**src/rtl/core/stpseq_pkg.sv**
```systemverilog
package stpseq_pkg;

  localparam logic [15:0] DEFAULT_PULSE = 16'd2000;

  typedef enum logic [1:0] {
    DIR_HOLD = 2'd0,
    DIR_FWD  = 2'd1,
    DIR_REV  = 2'd2
  } dir_t;

  localparam logic [7:0] CMD_FF    = 8'd101;
  localparam logic [7:0] CMD_FR    = 8'd113;
  localparam logic [7:0] CMD_FH    = 8'd119;
  localparam logic [7:0] CMD_RF    = 8'd99;
  localparam logic [7:0] CMD_RR    = 8'd122;
  localparam logic [7:0] CMD_RH    = 8'd120;
  localparam logic [7:0] CMD_HF    = 8'd100;
  localparam logic [7:0] CMD_HR    = 8'd97;
  localparam logic [7:0] CMD_HH    = 8'd115;
  localparam logic [7:0] CMD_CLEAR = 8'd114;
  localparam logic [7:0] CMD_LIFT  = 8'd102;
  localparam logic [7:0] CMD_LOWER = 8'd118;

  typedef struct packed {
    logic set_dirs;
    dir_t dir_a;
    dir_t dir_b;
    logic clear;
    logic lift;
    logic lower;
  } cmd_dec_t;

  // Coil nibble for a phase; same bit order on both axes.
  function automatic logic [3:0] coil_nibble(input logic [1:0] phase);
    logic [3:0] nib;
    case (phase)
      2'd0:    nib = 4'b1000;
      2'd1:    nib = 4'b0010;
      2'd2:    nib = 4'b0100;
      default: nib = 4'b0001;
    endcase
    return nib;
  endfunction

endpackage

```
**src/rtl/core/two_axis_stepper_command_sequencer_unit.sv**
```systemverilog
// An accepted input item reaches its result on m_axis through the input register,
// then the result register.
// Throughput: one item per cycle; s_axis_tready stays high while the result
// register is empty or being taken.
// Reset (rst, synchronous): both stages empty, phases/directions/coordinates
// cleared, lift line set, pulse count and pulse length 2000.
module two_axis_stepper_command_sequencer_unit (
  input  logic        clk,
  input  logic        rst,
  input  logic        cfg_wr_en,
  input  logic [15:0] cfg_wr_data,    // drill_pulse_ticks
  input  logic        s_axis_tvalid,
  output logic        s_axis_tready,
  input  logic [7:0]  s_axis_tdata,   // [7:0] cmd_byte
  input  logic        s_axis_tuser,   // [0] action: 0 command, 1 tick
  output logic        m_axis_tvalid,
  input  logic        m_axis_tready,
  output logic [47:0] m_axis_tdata    // [7:0] coil_pattern, [23:8] pos_x,
                                      // [39:24] pos_y, [40] drill_up,
                                      // [41] drill_down, [47:42] zero
);

  logic        pulse_ticks;
  logic [15:0] drill_pulse_ticks;
  logic        in_valid;
  logic        in_action;
  logic [7:0]  in_cmd;
  logic        out_free;
  logic        adv;
  logic        is_cmd;
  stpseq_pkg::cmd_dec_t dec;
  logic [1:0]  phase_a_next;
  logic [1:0]  phase_b_next;
  logic [15:0] coord_x_next;
  logic [15:0] coord_y_next;
  logic        lift_line;
  logic        lower_line;
  logic [15:0] pulse_countdown;
  logic        lift_next;
  logic        lower_next;
  logic [15:0] countdown_next;
  logic        out_valid;
  logic [41:0] out_data;

  assign pulse_ticks   = 1'b0;
  assign out_free      = !out_valid || m_axis_tready;
  assign adv           = in_valid && out_free;
  assign s_axis_tready = !in_valid || out_free;
  assign is_cmd        = !in_action;

  always_ff @(posedge clk) begin
    if (rst) begin
      drill_pulse_ticks <= stpseq_pkg::DEFAULT_PULSE;
    end else if (cfg_wr_en) begin
      drill_pulse_ticks <= cfg_wr_data;
    end
  end

  always_ff @(posedge clk) begin
    if (rst) begin
      in_valid <= 1'b0;
    end else if (s_axis_tvalid && s_axis_tready) begin
      in_valid <= 1'b1;
    end else if (adv) begin
      in_valid <= 1'b0;
    end
  end

  always_ff @(posedge clk) begin
    if (s_axis_tvalid && s_axis_tready) begin
      in_action <= s_axis_tuser;
      in_cmd    <= s_axis_tdata;
    end
  end

  stpseq_cmd_dec u_dec (
    .cmd_byte (in_cmd),
    .dec      (dec)
  );

  stpseq_axis u_axis_a (
    .clk        (clk),
    .rst        (rst),
    .en         (adv),
    .is_cmd     (is_cmd),
    .set_dir    (dec.set_dirs),
    .dir_new    (dec.dir_a),
    .clear      (dec.clear),
    .phase_next (phase_a_next),
    .coord_next (coord_x_next)
  );

  stpseq_axis u_axis_b (
    .clk        (clk),
    .rst        (rst),
    .en         (adv),
    .is_cmd     (is_cmd),
    .set_dir    (dec.set_dirs),
    .dir_new    (dec.dir_b),
    .clear      (dec.clear),
    .phase_next (phase_b_next),
    .coord_next (coord_y_next)
  );

  always_comb begin
    lift_next      = lift_line;
    lower_next     = lower_line;
    countdown_next = pulse_countdown;
    if (is_cmd) begin
      if (dec.lift) begin
        lift_next      = 1'b1;
        countdown_next = drill_pulse_ticks;
      end
      if (dec.lower) begin
        lower_next     = 1'b1;
        countdown_next = drill_pulse_ticks;
      end
    end else if (pulse_countdown > 16'd1) begin
      countdown_next = pulse_countdown - 16'd1;
    end else begin
      countdown_next = 16'd0;
      lift_next      = pulse_ticks;
      lower_next     = pulse_ticks;
    end
  end

  always_ff @(posedge clk) begin
    if (rst) begin
      lift_line       <= 1'b1;
      lower_line      <= 1'b0;
      pulse_countdown <= stpseq_pkg::DEFAULT_PULSE;
    end else if (adv) begin
      lift_line       <= lift_next;
      lower_line      <= lower_next;
      pulse_countdown <= countdown_next;
    end
  end

  always_ff @(posedge clk) begin
    if (rst) begin
      out_valid <= 1'b0;
    end else if (adv) begin
      out_valid <= 1'b1;
    end else if (m_axis_tready) begin
      out_valid <= 1'b0;
    end
  end

  always_ff @(posedge clk) begin
    if (adv) begin
      out_data <= {lower_next, lift_next, coord_y_next, coord_x_next,
                   stpseq_pkg::coil_nibble(phase_a_next),
                   stpseq_pkg::coil_nibble(phase_b_next)};
    end
  end

  assign m_axis_tvalid = out_valid;
  assign m_axis_tdata  = {6'd0, out_data};

endmodule

```
**src/rtl/core/stpseq_cmd_dec.sv**
```systemverilog
module stpseq_cmd_dec (
  input  logic [7:0]                cmd_byte,
  output stpseq_pkg::cmd_dec_t      dec
);

  always_comb begin
    dec.set_dirs = 1'b1;
    dec.dir_a    = stpseq_pkg::DIR_HOLD;
    dec.dir_b    = stpseq_pkg::DIR_HOLD;
    dec.clear    = 1'b0;
    dec.lift     = 1'b0;
    dec.lower    = 1'b0;
    unique case (cmd_byte)
      stpseq_pkg::CMD_FF: begin
        dec.dir_a = stpseq_pkg::DIR_FWD;
        dec.dir_b = stpseq_pkg::DIR_FWD;
      end
      stpseq_pkg::CMD_FR: begin
        dec.dir_a = stpseq_pkg::DIR_FWD;
        dec.dir_b = stpseq_pkg::DIR_REV;
      end
      stpseq_pkg::CMD_FH: begin
        dec.dir_a = stpseq_pkg::DIR_FWD;
      end
      stpseq_pkg::CMD_RF: begin
        dec.dir_a = stpseq_pkg::DIR_REV;
        dec.dir_b = stpseq_pkg::DIR_FWD;
      end
      stpseq_pkg::CMD_RR: begin
        dec.dir_a = stpseq_pkg::DIR_REV;
        dec.dir_b = stpseq_pkg::DIR_REV;
      end
      stpseq_pkg::CMD_RH: begin
        dec.dir_a = stpseq_pkg::DIR_REV;
      end
      stpseq_pkg::CMD_HF: begin
        dec.dir_b = stpseq_pkg::DIR_FWD;
      end
      stpseq_pkg::CMD_HR: begin
        dec.dir_b = stpseq_pkg::DIR_REV;
      end
      stpseq_pkg::CMD_HH: begin
      end
      stpseq_pkg::CMD_CLEAR: begin
        dec.clear = 1'b1;
      end
      stpseq_pkg::CMD_LIFT: begin
        dec.lift = 1'b1;
      end
      stpseq_pkg::CMD_LOWER: begin
        dec.lower = 1'b1;
      end
      default: begin
        // unknown: keep held directions
        dec.set_dirs = 1'b0;
      end
    endcase
  end

endmodule

```
**src/rtl/core/stpseq_axis.sv**
```systemverilog
module stpseq_axis (
  input  logic                clk,
  input  logic                rst,
  input  logic                en,
  input  logic                is_cmd,
  input  logic                set_dir,
  input  stpseq_pkg::dir_t    dir_new,
  input  logic                clear,
  output logic [1:0]          phase_next,
  output logic [15:0]         coord_next
);

  logic [1:0]       phase;
  stpseq_pkg::dir_t dir_held;
  logic [15:0]      coord;
  stpseq_pkg::dir_t dir_next;
  logic [15:0]      coord_base;

  always_comb begin
    dir_next   = dir_held;
    coord_base = coord;
    phase_next = phase;
    if (is_cmd) begin
      if (set_dir) begin
        dir_next = dir_new;
      end
      if (clear) begin
        coord_base = 16'd0;
      end
      case (dir_next)
        stpseq_pkg::DIR_FWD: begin
          phase_next = phase + 2'd1;
          coord_base = coord_base + 16'd1;
        end
        stpseq_pkg::DIR_REV: begin
          phase_next = phase - 2'd1;
          coord_base = coord_base - 16'd1;
        end
        default: begin
        end
      endcase
    end
    coord_next = coord_base;
  end

  always_ff @(posedge clk) begin
    if (rst) begin
      phase    <= 2'd0;
      dir_held <= stpseq_pkg::DIR_HOLD;
      coord    <= 16'd0;
    end else if (en) begin
      phase    <= phase_next;
      dir_held <= dir_next;
      coord    <= coord_next;
    end
  end

endmodule

```
**config.mk**
```make
export PLATFORM = sky130hd
export DESIGN_NAME = two_axis_stepper_command_sequencer_unit
export DESIGN_NICKNAME = d
export VERILOG_FILES = /design/src/rtl/core/stpseq_pkg.sv /design/src/rtl/core/two_axis_stepper_command_sequencer_unit.sv /design/src/rtl/core/stpseq_cmd_dec.sv /design/src/rtl/core/stpseq_axis.sv
export SDC_FILE = /design/constraint.sdc
export NUM_CORES = 1
export LEC_CHECK = 0
export BUFFER_PORTS_ARGS = -buffer_cell sky130_fd_sc_hd__buf_4
export CAP_MARGIN = 10
export CORE_MARGIN = 1
export CORE_UTILIZATION = 40
export DETAILED_ROUTE_END_ITERATION = 12
export PLACE_DENSITY = 0.67
export SKIP_CTS_REPAIR_TIMING = 1
export SLEW_MARGIN = 40
export SYNTH_ARGS = -nofsm -noshare
export SYNTH_HDL_FRONTEND = slang
export SYNTH_SLANG_ARGS = --single-unit
```
**constraint.sdc**
```tcl
create_clock -name clk -period 5 [get_ports clk]
set_input_delay 1 -clock clk [delete_from_list [all_inputs] [get_ports clk]]
set_output_delay 1 -clock clk [all_outputs]
set_load 0.1 [all_outputs]
```
After elaboration in Yosys (flattened, before gate mapping)
Cells that the tools add are included.
{"block": "word_totals", "regBits": 127, "inputBits": 30, "out_inout_bits": 50, "word_cells": 102}
{"block": "op_classes", "addsub": 9, "n_lt_le_gt_ge": 1, "eq_ne": 20, "muxes": 38, "bitwise_logic": 1, "reduce_logical": 18}
{"cell": "$mux 16", "count": 10}
{"cell": "$eq 8x7->1 const B", "count": 12}
{"cell": "$pmux 16 s2", "count": 2}
{"cell": "$sub 16x1->16 const B", "count": 3}
{"cell": "$add 16x1->16 const B", "count": 2}
{"cell": "$pmux 4 s3", "count": 2}
{"cell": "$gt 16x1->1 const B", "count": 1}
{"cell": "$pmux 2 s2", "count": 4}
{"cell": "$mux 1", "count": 14}
{"cell": "$mux 2", "count": 6}
{"cell": "$reduce_or 12->1", "count": 1}
{"cell": "$reduce_or 3->1", "count": 4}
{"cell": "$eq 2x1->1 const B", "count": 4}
{"cell": "$eq 2x2->1 const B", "count": 4}
{"cell": "$add 2x1->2 const B", "count": 2}
{"cell": "$logic_not 2->1", "count": 2}
{"cell": "$reduce_and 2->1", "count": 2}
{"cell": "$reduce_bool 2->1", "count": 2}
{"cell": "$sub 2x1->2 const B", "count": 2}
{"cell": "$reduce_bool 3->1", "count": 1}
{"cell": "$logic_and 1x1->1", "count": 2}
{"cell": "$logic_not 1->1", "count": 2}
{"cell": "$logic_or 1x1->1", "count": 2}
{"cell": "$not 1->1", "count": 1}

Depth between registers and ports, before layout
Gate-level depths: netlist of run 1.
{"block": "logic_depth", "word_depth": 10, "mapped_depth": 19, "mapped_depth_nobuf": 18}

Hierarchy
Synthesis of run 1 repeated with hierarchy kept, for this count alone.
{"block": "hier_totals", "hier_cells": 1031, "area_unflattened_um2": 8703.3}
{"module": "stpseq_axis", "n_inst": 2, "cells_each": 356, "area_each_um2": 2473.6, "seq_area_each_um2": 400.4}
{"module": "two_axis_stepper_command_sequencer_unit", "n_inst": 1, "cells_each": 286, "area_each_um2": 3519.6, "seq_area_each_um2": 2252.2}
{"module": "stpseq_cmd_dec", "n_inst": 1, "cells_each": 33, "area_each_um2": 236.5, "seq_area_each_um2": 0.0}

Worst setup path after synthesis of run 1
OpenSTA, ideal clock, no wires.
{"block": "synth_path", "path_kind": "register -> register", "start": "reg in_cmd[0]", "end": "reg u_axis_a.coord[14]", "setup_time_ns": 0.062, "arrival_ns": 4.007, "required_ns": 4.938, "setup_slack_ns": 0.931, "path_stages_with_launch": 17, "n_path_buf": 0, "synth_period_minus_slack_ns": 4.069, "path_cell_list": "edfxtp_1 > nor2b_1 > o22ai_1 > o32ai_1 > o21ai_0 > a21o_1 > ha_1 > inv_1 > fa_1 > nor2b_1 > o21ai_0 > a21boi_0 > o31a_1 > o21ai_0 > o21a_1 > or4_1 > nand3_1"}
{"block": "synth_between", "elab_chain_cells": 8, "elab_cells_between_ends": 28, "cone_classes": "add/sub (2); eq/ne (14); mux (9); reduce/logical (3)"}
{"item": "start, declared", "line": "two_axis_stepper_command_sequencer_unit.sv:27", "text": "logic [7:0] in_cmd;"}
{"item": "start signal, assigned", "line": "two_axis_stepper_command_sequencer_unit.sv:72", "text": "in_cmd <= s_axis_tdata;"}
{"item": "branches (longest 6 deep; another with $sub 16x1->16)"}
{"item": "$pmux 16 s2 (*)", "line": "stpseq_axis.sv:30", "text": "case (dir_next)"}
{"item": "$mux 16 (*)", "line": "stpseq_axis.sv:23", "text": "if (is_cmd) begin"}
{"item": "end signal, assigned", "line": "stpseq_axis.sv:54", "text": "coord <= coord_next;"}
{"item": "end, declared", "line": "stpseq_axis.sv:15", "text": "logic [15:0] coord;"}
Every way passes the cells marked *. The select of a mux whose other input is x is not followed.
A chain may end at the register's enable or synchronous reset.

Final worst setup path of run 1
{"block": "layout_path", "start": "reg in_cmd[0]", "end": "reg u_axis_b.coord[15]"}
{"block": "layout_between", "elab_chain_cells": 8, "elab_cells_between_ends": 28, "cone_classes": "add/sub (2); eq/ne (14); mux (9); reduce/logical (3)"}
{"item": "branches (longest 6 deep; another with $sub 16x1->16)"}
{"item": "$pmux 16 s2 (*)", "line": "stpseq_axis.sv:30"}
{"item": "$mux 16 (*)", "line": "stpseq_axis.sv:23"}
{"item": "end signal, assigned", "line": "stpseq_axis.sv:54"}
{"item": "end, declared", "line": "stpseq_axis.sv:15"}
Marks and branches as above.

==> impl_metrics.env, run 1 <==
export IMPL_outcome="completed"
export IMPL_viasPerCell=5.54
export IMPL_regToRegSetupSlack_ns=0.58
export IMPL_hold_violations=0
export IMPL_die_h_um=136
export IMPL_dr_first_iter_drc_count=334
export IMPL_min_to="drill_pulse_ticks[9]"
export IMPL_setup_slack_ns=0.581
export IMPL_fin_cells=1078
export IMPL_regToRegStartpoint="in_cmd[0]"
export IMPL_setup_violations=0
export IMPL_finalCritPeriodShare_pct=88.4
export IMPL_ioPinCount=80
export IMPL_grt_pass1_vias=5611
export IMPL_ant_nets=0
export IMPL_ys_seq_area_share_pct=42.8
export IMPL_synth_top_area_share_pct=21.5
export IMPL_cts_root_buf="clkbuf_16"
export IMPL_grt_pass1_wl_mm=27.7
export IMPL_syn_avg_cell_area_um2=9.10
export IMPL_cts_made_buffers=17
export IMPL_placed_cells=1046
export IMPL_routabilityCongestion=0.875
export IMPL_ys_flop_type="dfxtp_1"
export IMPL_netlist_instances=784
export IMPL_grt_overflow=0
export IMPL_num_vias=5971
export IMPL_drive_above_1_share_pct=15.2
export IMPL_required_ns=5.31
export IMPL_yosys_warnings=0
export IMPL_drt_wl_total_mm=16.6
export IMPL_track_usage_pct=19.1
export IMPL_hold_depth=2
export IMPL_hold_start="drill_pulse_ticks[9]"
export IMPL_worstSetupPathType="flop to flop"
export IMPL_pwr_density_cell_nw_per_um2=325
export IMPL_peakVddDrop_mv=0.313
export IMPL_power_mw=2.75
export IMPL_netlist_area_um2=7140
export IMPL_synthToLayoutAreaGrowth_pct=18.8
export IMPL_cp_end_kind="flop"
export IMPL_cts_tree="yes"
export IMPL_async_flop_share_pct=0
export IMPL_initial_core_util_pct=41.1
export IMPL_worstMarginPinSlew_ns=0.819
export IMPL_first_pass_iters=6
export IMPL_rr_endpoint="u_axis_b.coord[15]"
export IMPL_synth_area_leaders="edfxtp_1 21%, dfxtp_1 21%, ha_1 5.6%"
export IMPL_clock_sinks=127
export IMPL_synth_largest_area_cell="edfxtp_1"
export IMPL_drc_errors=0
export IMPL_die_x_um=136
export IMPL_holdWs_ns=0.483
export IMPL_fin_skew_ns=0.0107
export IMPL_preCtsSetupSlack_ns=0.514
export IMPL_clock_latency_ns=0.42
export IMPL_core_rowCount=48
export IMPL_clockBufferDepth=2
export IMPL_hold_path_class="flop to flop"
export IMPL_worstPathMaxFanout=10
export IMPL_fin_util_pct=48.8
export IMPL_dieArea_um2=18400
export IMPL_place_area_um2=7840
export IMPL_fin_crit_ns=4.42
export IMPL_fillers=1630
export IMPL_rr_worst_depth=17
export IMPL_io_buffers=73
export IMPL_synth_cell_types=65
export IMPL_start_kind="flop"
export IMPL_dp_hpwl_mm=11.1
export IMPL_p_leak_nw=3.49
export IMPL_nets=904
export IMPL_diodes=0
export IMPL_final_cell_area_um2=8480
export IMPL_grt_max_degree=65
export IMPL_rsz0062_at_grt="no"
export IMPL_max_cap_violations=0
export IMPL_synth_edf_count=51
export IMPL_tns_ns=0
export IMPL_path_clk_slew_ns=0.06
export IMPL_htree_levels=4
export IMPL_ys_ff_latch=127
export IMPL_drv_slew=0
export IMPL_wire_per_inst_um=15.4
export IMPL_fmax_mhz=226
export IMPL_arrival_ns=4.73
export IMPL_core_area_um2=17400
export IMPL_antenna_found_initial=0
export IMPL_slew_headroom_pct=45.4
## layout make-up
type,instances,area [µm²],area share (%)
Clock buffer,17,425,5.02
Clock inverter,15,216,2.55
Inverter,20,75.1,0.886
Multi-Input combinational cell,592,3810,44.9
Sequential cell,127,3050,36.0
Tap cell,225,282,3.32
Timing Repair Buffer,82,616,7.26
## synth_stat cells (all sizes together) (4+ instances only)
cell	number
nor2	94
dfxtp	76
nand2	74
edfxtp	51
o21ai	48
a21oi	40
clkbuf	35
and2	32
ha	32
a22o	22
a22oi	21
inv	20
nand3	18
xnor2	18
nor3	16
buf	15
mux2i	15
xor2	14
a21o	10
nand2b	8
nor2b	8
o211ai	8
a211oi	7
a221o	7
and3	7
nand4	7
a21boi	5
a32o	5
o31ai	5
or3	5
a31oi	4
mux2	4
o2bb2ai	4
o32ai	4
## per-layer routing
metal  vias up  global-route usage (%)  routed length, µm  share of wire, %
met5         -                       0                  0                 0
met4         0                    6.24                261               1.6
met3        19                    4.08                896               5.4
met2       158                    30.2               7580                46
met1      2832                    25.9               7830                47
li1       2962                       -                  -                 -
## layout by cell type, fill, tap and decap left out, drive strengths merged, types with 21 or more instances in the layout
cell,n
a21oi,40
a22o,22
a22oi,21
and2,32
buf,82
dfxtp,76
edfxtp,51
ha,32
inv,22
nand2,74
nor2,94
o21ai,48
## registers in the layout, indices dropped and copies added (netlist names), 2 cells and up
name and count:
drill_pulse_ticks 16, in_cmd 8, out_data 42, pulse_countdown 16
u_axis_a.coord 16, u_axis_a.dir_held 2, u_axis_a.phase 2, u_axis_b.coord 16
u_axis_b.dir_held 2, u_axis_b.phase 2
## worst max path at each step
| stage | start | end | slack, ns | depth (start not counted) |
|---|---|---|---|---|
| after floorplan | in_cmd[0] | u_axis_a.coord[14] | 0.93 | 16 |
| after global placement | in_cmd[4] | u_axis_b.coord[15] | 0.65 | 18 |
| after detailed placement | in_cmd[0] | out_data[36] | 0.51 | 16 |
| after CTS | in_cmd[0] | out_data[36] | 0.43 | 16 |
| after global routing | in_cmd[0] | u_axis_b.coord[14] | 0.11 | 17 |
| final | in_cmd[0] | u_axis_b.coord[15] | 0.58 | 17 |
## critical path, stage by stage (launching register included)
cell and delay, ns:
edfxtp_1 0.50, nor2b_1 0.20, o22ai_1 0.18, o32ai_1 0.14
o21ai_1 0.27, nand2_1 0.08, nand2_1 0.07, ha_1 0.45
buf_4 0.25, ha_1 0.30, and3_1 0.24, a221oi_1 0.34
o21ai_0 0.16, a21oi_1 0.15, a21bo_2 0.23, mux2_2 0.32
nor3b_1 0.15, o31a_1 0.28
## cells by family after synthesis
logic type	count (synthesis)	synth area share, %
compound gates	217	21.4
fa+ha+maj	34	6.17
flops	127	42.8
simple gates	284	18.8
other cells	1	0.0525
buf+inv	70	4.15
xor+xnor	32	3.93
mux	19	2.73
## power by group
part	internal, mW	leakage, nW	switching (mW)
logic	0.0694	2.08	0.203
clock network	0.882	0.305	0.467
registers	1.11	1.10	0.0225
total	2.06	3.49	0.693
(Power assumes the default switching activity.)
==> run 2, diff against run 1 <==
CTS_CLUSTER_SIZE = 30   (was default)
clock period = 4.33 ns   (was 5 ns; I/O delays follow)
==> run 2 against run 1 <==
Via count shrank 0.17%. Clock skew shrank 0.0021 ns. Combinational power grew 17%. Global-route usage shrank 0.32 points. Sequential share of layout area is essentially flat. Cell count grew 0.74%. Critical path depth is the same. Wire length is the same. Core utilization is essentially flat. Flip-flop and latch count is the same. Clock power is essentially flat. Critical path type unchanged. Highest routed layer unchanged.
==> impl_metrics.env, run 2 (synthesis results as in run 1) <==
export IMPL_core_area_um2=17400
export IMPL_path_clk_slew_ns=0.06
export IMPL_drv_slew=0
export IMPL_die_h_um=136
export IMPL_grt_pass1_wl_mm=27.0
export IMPL_worstSetupPathType="flop to flop"
export IMPL_htree_levels=4
export IMPL_core_rowCount=48
export IMPL_antenna_found_initial=0
export IMPL_endpoint="u_axis_b.coord[15]"
export IMPL_ant_nets=0
export IMPL_finalCritPeriodShare_pct=94.3
export IMPL_routabilityCongestion=0.881
export IMPL_critical_path_cell_chain="nor2b_1, o22ai_1, o32ai_1, o21ai_1, nand2_1, nand2_1, ha_1, buf_4, ha_1, a21o_1, a221oi_2, o21ai_0, a21oi_1, a21bo_2, mux2_2, nor3b_1, o31a_1"
export IMPL_diodes=0
export IMPL_drive_above_1_share_pct=16.4
export IMPL_fin_crit_ns=4.08
export IMPL_die_x_um=136
export IMPL_io_buffers=73
export IMPL_fin_skew_ns=0.00864
export IMPL_fin_util_pct=48.8
export IMPL_worstMarginPinSlew_ns=0.775
export IMPL_pwr_density_cell_nw_per_um2=354
export IMPL_max_stage_delay_ns=0.49
export IMPL_fmax_mhz=245
export IMPL_first_pass_iters=7
export IMPL_worstPathMaxFanout=8
export IMPL_cp_end_kind="flop"
export IMPL_hold_violations=0
export IMPL_arrival_ns=4.41
export IMPL_track_usage_pct=18.8
export IMPL_dieArea_um2=18400
export IMPL_critical_path_slowest_cell="edfxtp_1"
export IMPL_cts_made_buffers=17
export IMPL_dp_hpwl_mm=11.2
export IMPL_required_ns=4.65
export IMPL_p_leak_nw=3.50
export IMPL_wire_per_inst_um=15.3
export IMPL_rr_worst_depth=17
export IMPL_dr_first_iter_drc_count=345
export IMPL_hold_path_class="flop to flop"
export IMPL_final_common_cell="nor2_1"
export IMPL_grt_overflow=0
export IMPL_holdWs_ns=0.458
export IMPL_clock_sinks=127
export IMPL_rr_endpoint="u_axis_b.coord[15]"
export IMPL_regToRegSetupSlack_ns=0.25
export IMPL_start_kind="flop"
export IMPL_nets=912
export IMPL_largest_reg_flops=42
export IMPL_grt_pass1_vias=5478
export IMPL_setup_violations=0
export IMPL_cts_root_buf="clkbuf_16"
export IMPL_peakVddDrop_mv=0.301
export IMPL_slew_headroom_pct=48.3
export IMPL_outcome="completed"
export IMPL_cts_tree="yes"
export IMPL_power_mw=3.00
export IMPL_synthToLayoutAreaGrowth_pct=18.7
export IMPL_drt_wl_total_mm=16.6
export IMPL_clock_latency_ns=0.43
export IMPL_ioPinCount=80
export IMPL_fillers=1624
export IMPL_crit_start="in_cmd[2]"
export IMPL_mostFrequentLayoutCells="93 x nor2_1, 90 x buf_4, 76 x dfxtp_1"
export IMPL_regMostFlops="out_data"
export IMPL_clockBufferDepth=2
export IMPL_max_cap_violations=0
export IMPL_viasPerCell=5.49
export IMPL_regToRegStartpoint="in_cmd[2]"
export IMPL_grt_max_degree=65
export IMPL_drc_errors=0
export IMPL_initial_core_util_pct=41.1
export IMPL_num_vias=5961
==> run 2: changes by cell type in the layout (fill, tap and decap cells not counted), moves of 2 or more <==
cell / before / now
clkinv_1: 2 / 0
clkinv_4: 1 / 3
clkinvlp_4: 3 / 1
buf_4: 82 / 90
inv_4: 0 / 4
clkbuf_1: 0 / 2
bufinv_16: 5 / 1
==> run 2: how the worst min path moves through the flow <==
stage,from,to,slack (ns),depth (start not counted)
after floorplan,lower_line,lower_line,0.44,2
after global placement,lower_line,lower_line,0.45,2
after detailed placement,lower_line,lower_line,0.45,2
after CTS,lower_line,lower_line,0.46,2
after global routing,lower_line,lower_line,0.49,2
final,lower_line,lower_line,0.46,2
==> run 2: worst max-delay path: cells and delay by family (launching register included) <==
family                     cells  cell delay, ns
AOI/OAI and AO/OA              9            1.81
muxes                          1            0.32
and+or+nand+nor                4            0.51
adders and majority gates      2            0.64
buffers and inverters          1            0.20
DFF                            1            0.49
==> run 2: report_power, final <==
part	total (mW)	leakage, nW	switching (mW)	internal [mW]
Clock	1.37	0.281	0.550	0.824
Sequential	1.31	1.10	0.0249	1.28
Combinational	0.318	2.12	0.236	0.0824
Total	3.00	3.50	0.811	2.19
==> run 2: per-layer routing <==
metal / track usage (%) / vias to the layer above / wire [µm]
li1: - / 2984 / -
met1: 25.2 / 2793 / 7940
met2: 29.4 / 155 / 7500
met3: 4.56 / 29 / 867
met4: 6.62 / 0 / 257
met5: 0 / - / 0
==> run 2: area by class of cell <==
class | instances | area (µm²) | share of cell area (%)
inverters | 20 | 75.1 | 0.886
clock inverters | 12 | 108 | 1.27
multi-input cells | 592 | 3820 | 45.1
flip-flops and latches | 127 | 3050 | 36.0
well taps | 225 | 282 | 3.32
clock buffers | 20 | 458 | 5.40
repair buffers | 90 | 676 | 7.97
==> run 2: per-stage QoR <==
| stage | area (µm²) | setup TNS (ns) | setup WS [ns] | instances |
|---|---|---|---|---|
| 2_1_floorplan | 7160 | 0 | 0.261 | 789 |
| 3_3_place_gp | 7890 | 0 | 0.196 | 1054 |
| 3_5_place_dp | 7900 | 0 | 0.173 | 1054 |
| 4_1_cts | 8460 | 0 | 0.144 | 1086 |
| 5_1_grt | 8470 | -0.0403 | -0.0398 | 1086 |
| 6_report | 8470 | 0 | 0.247 | 1086 |
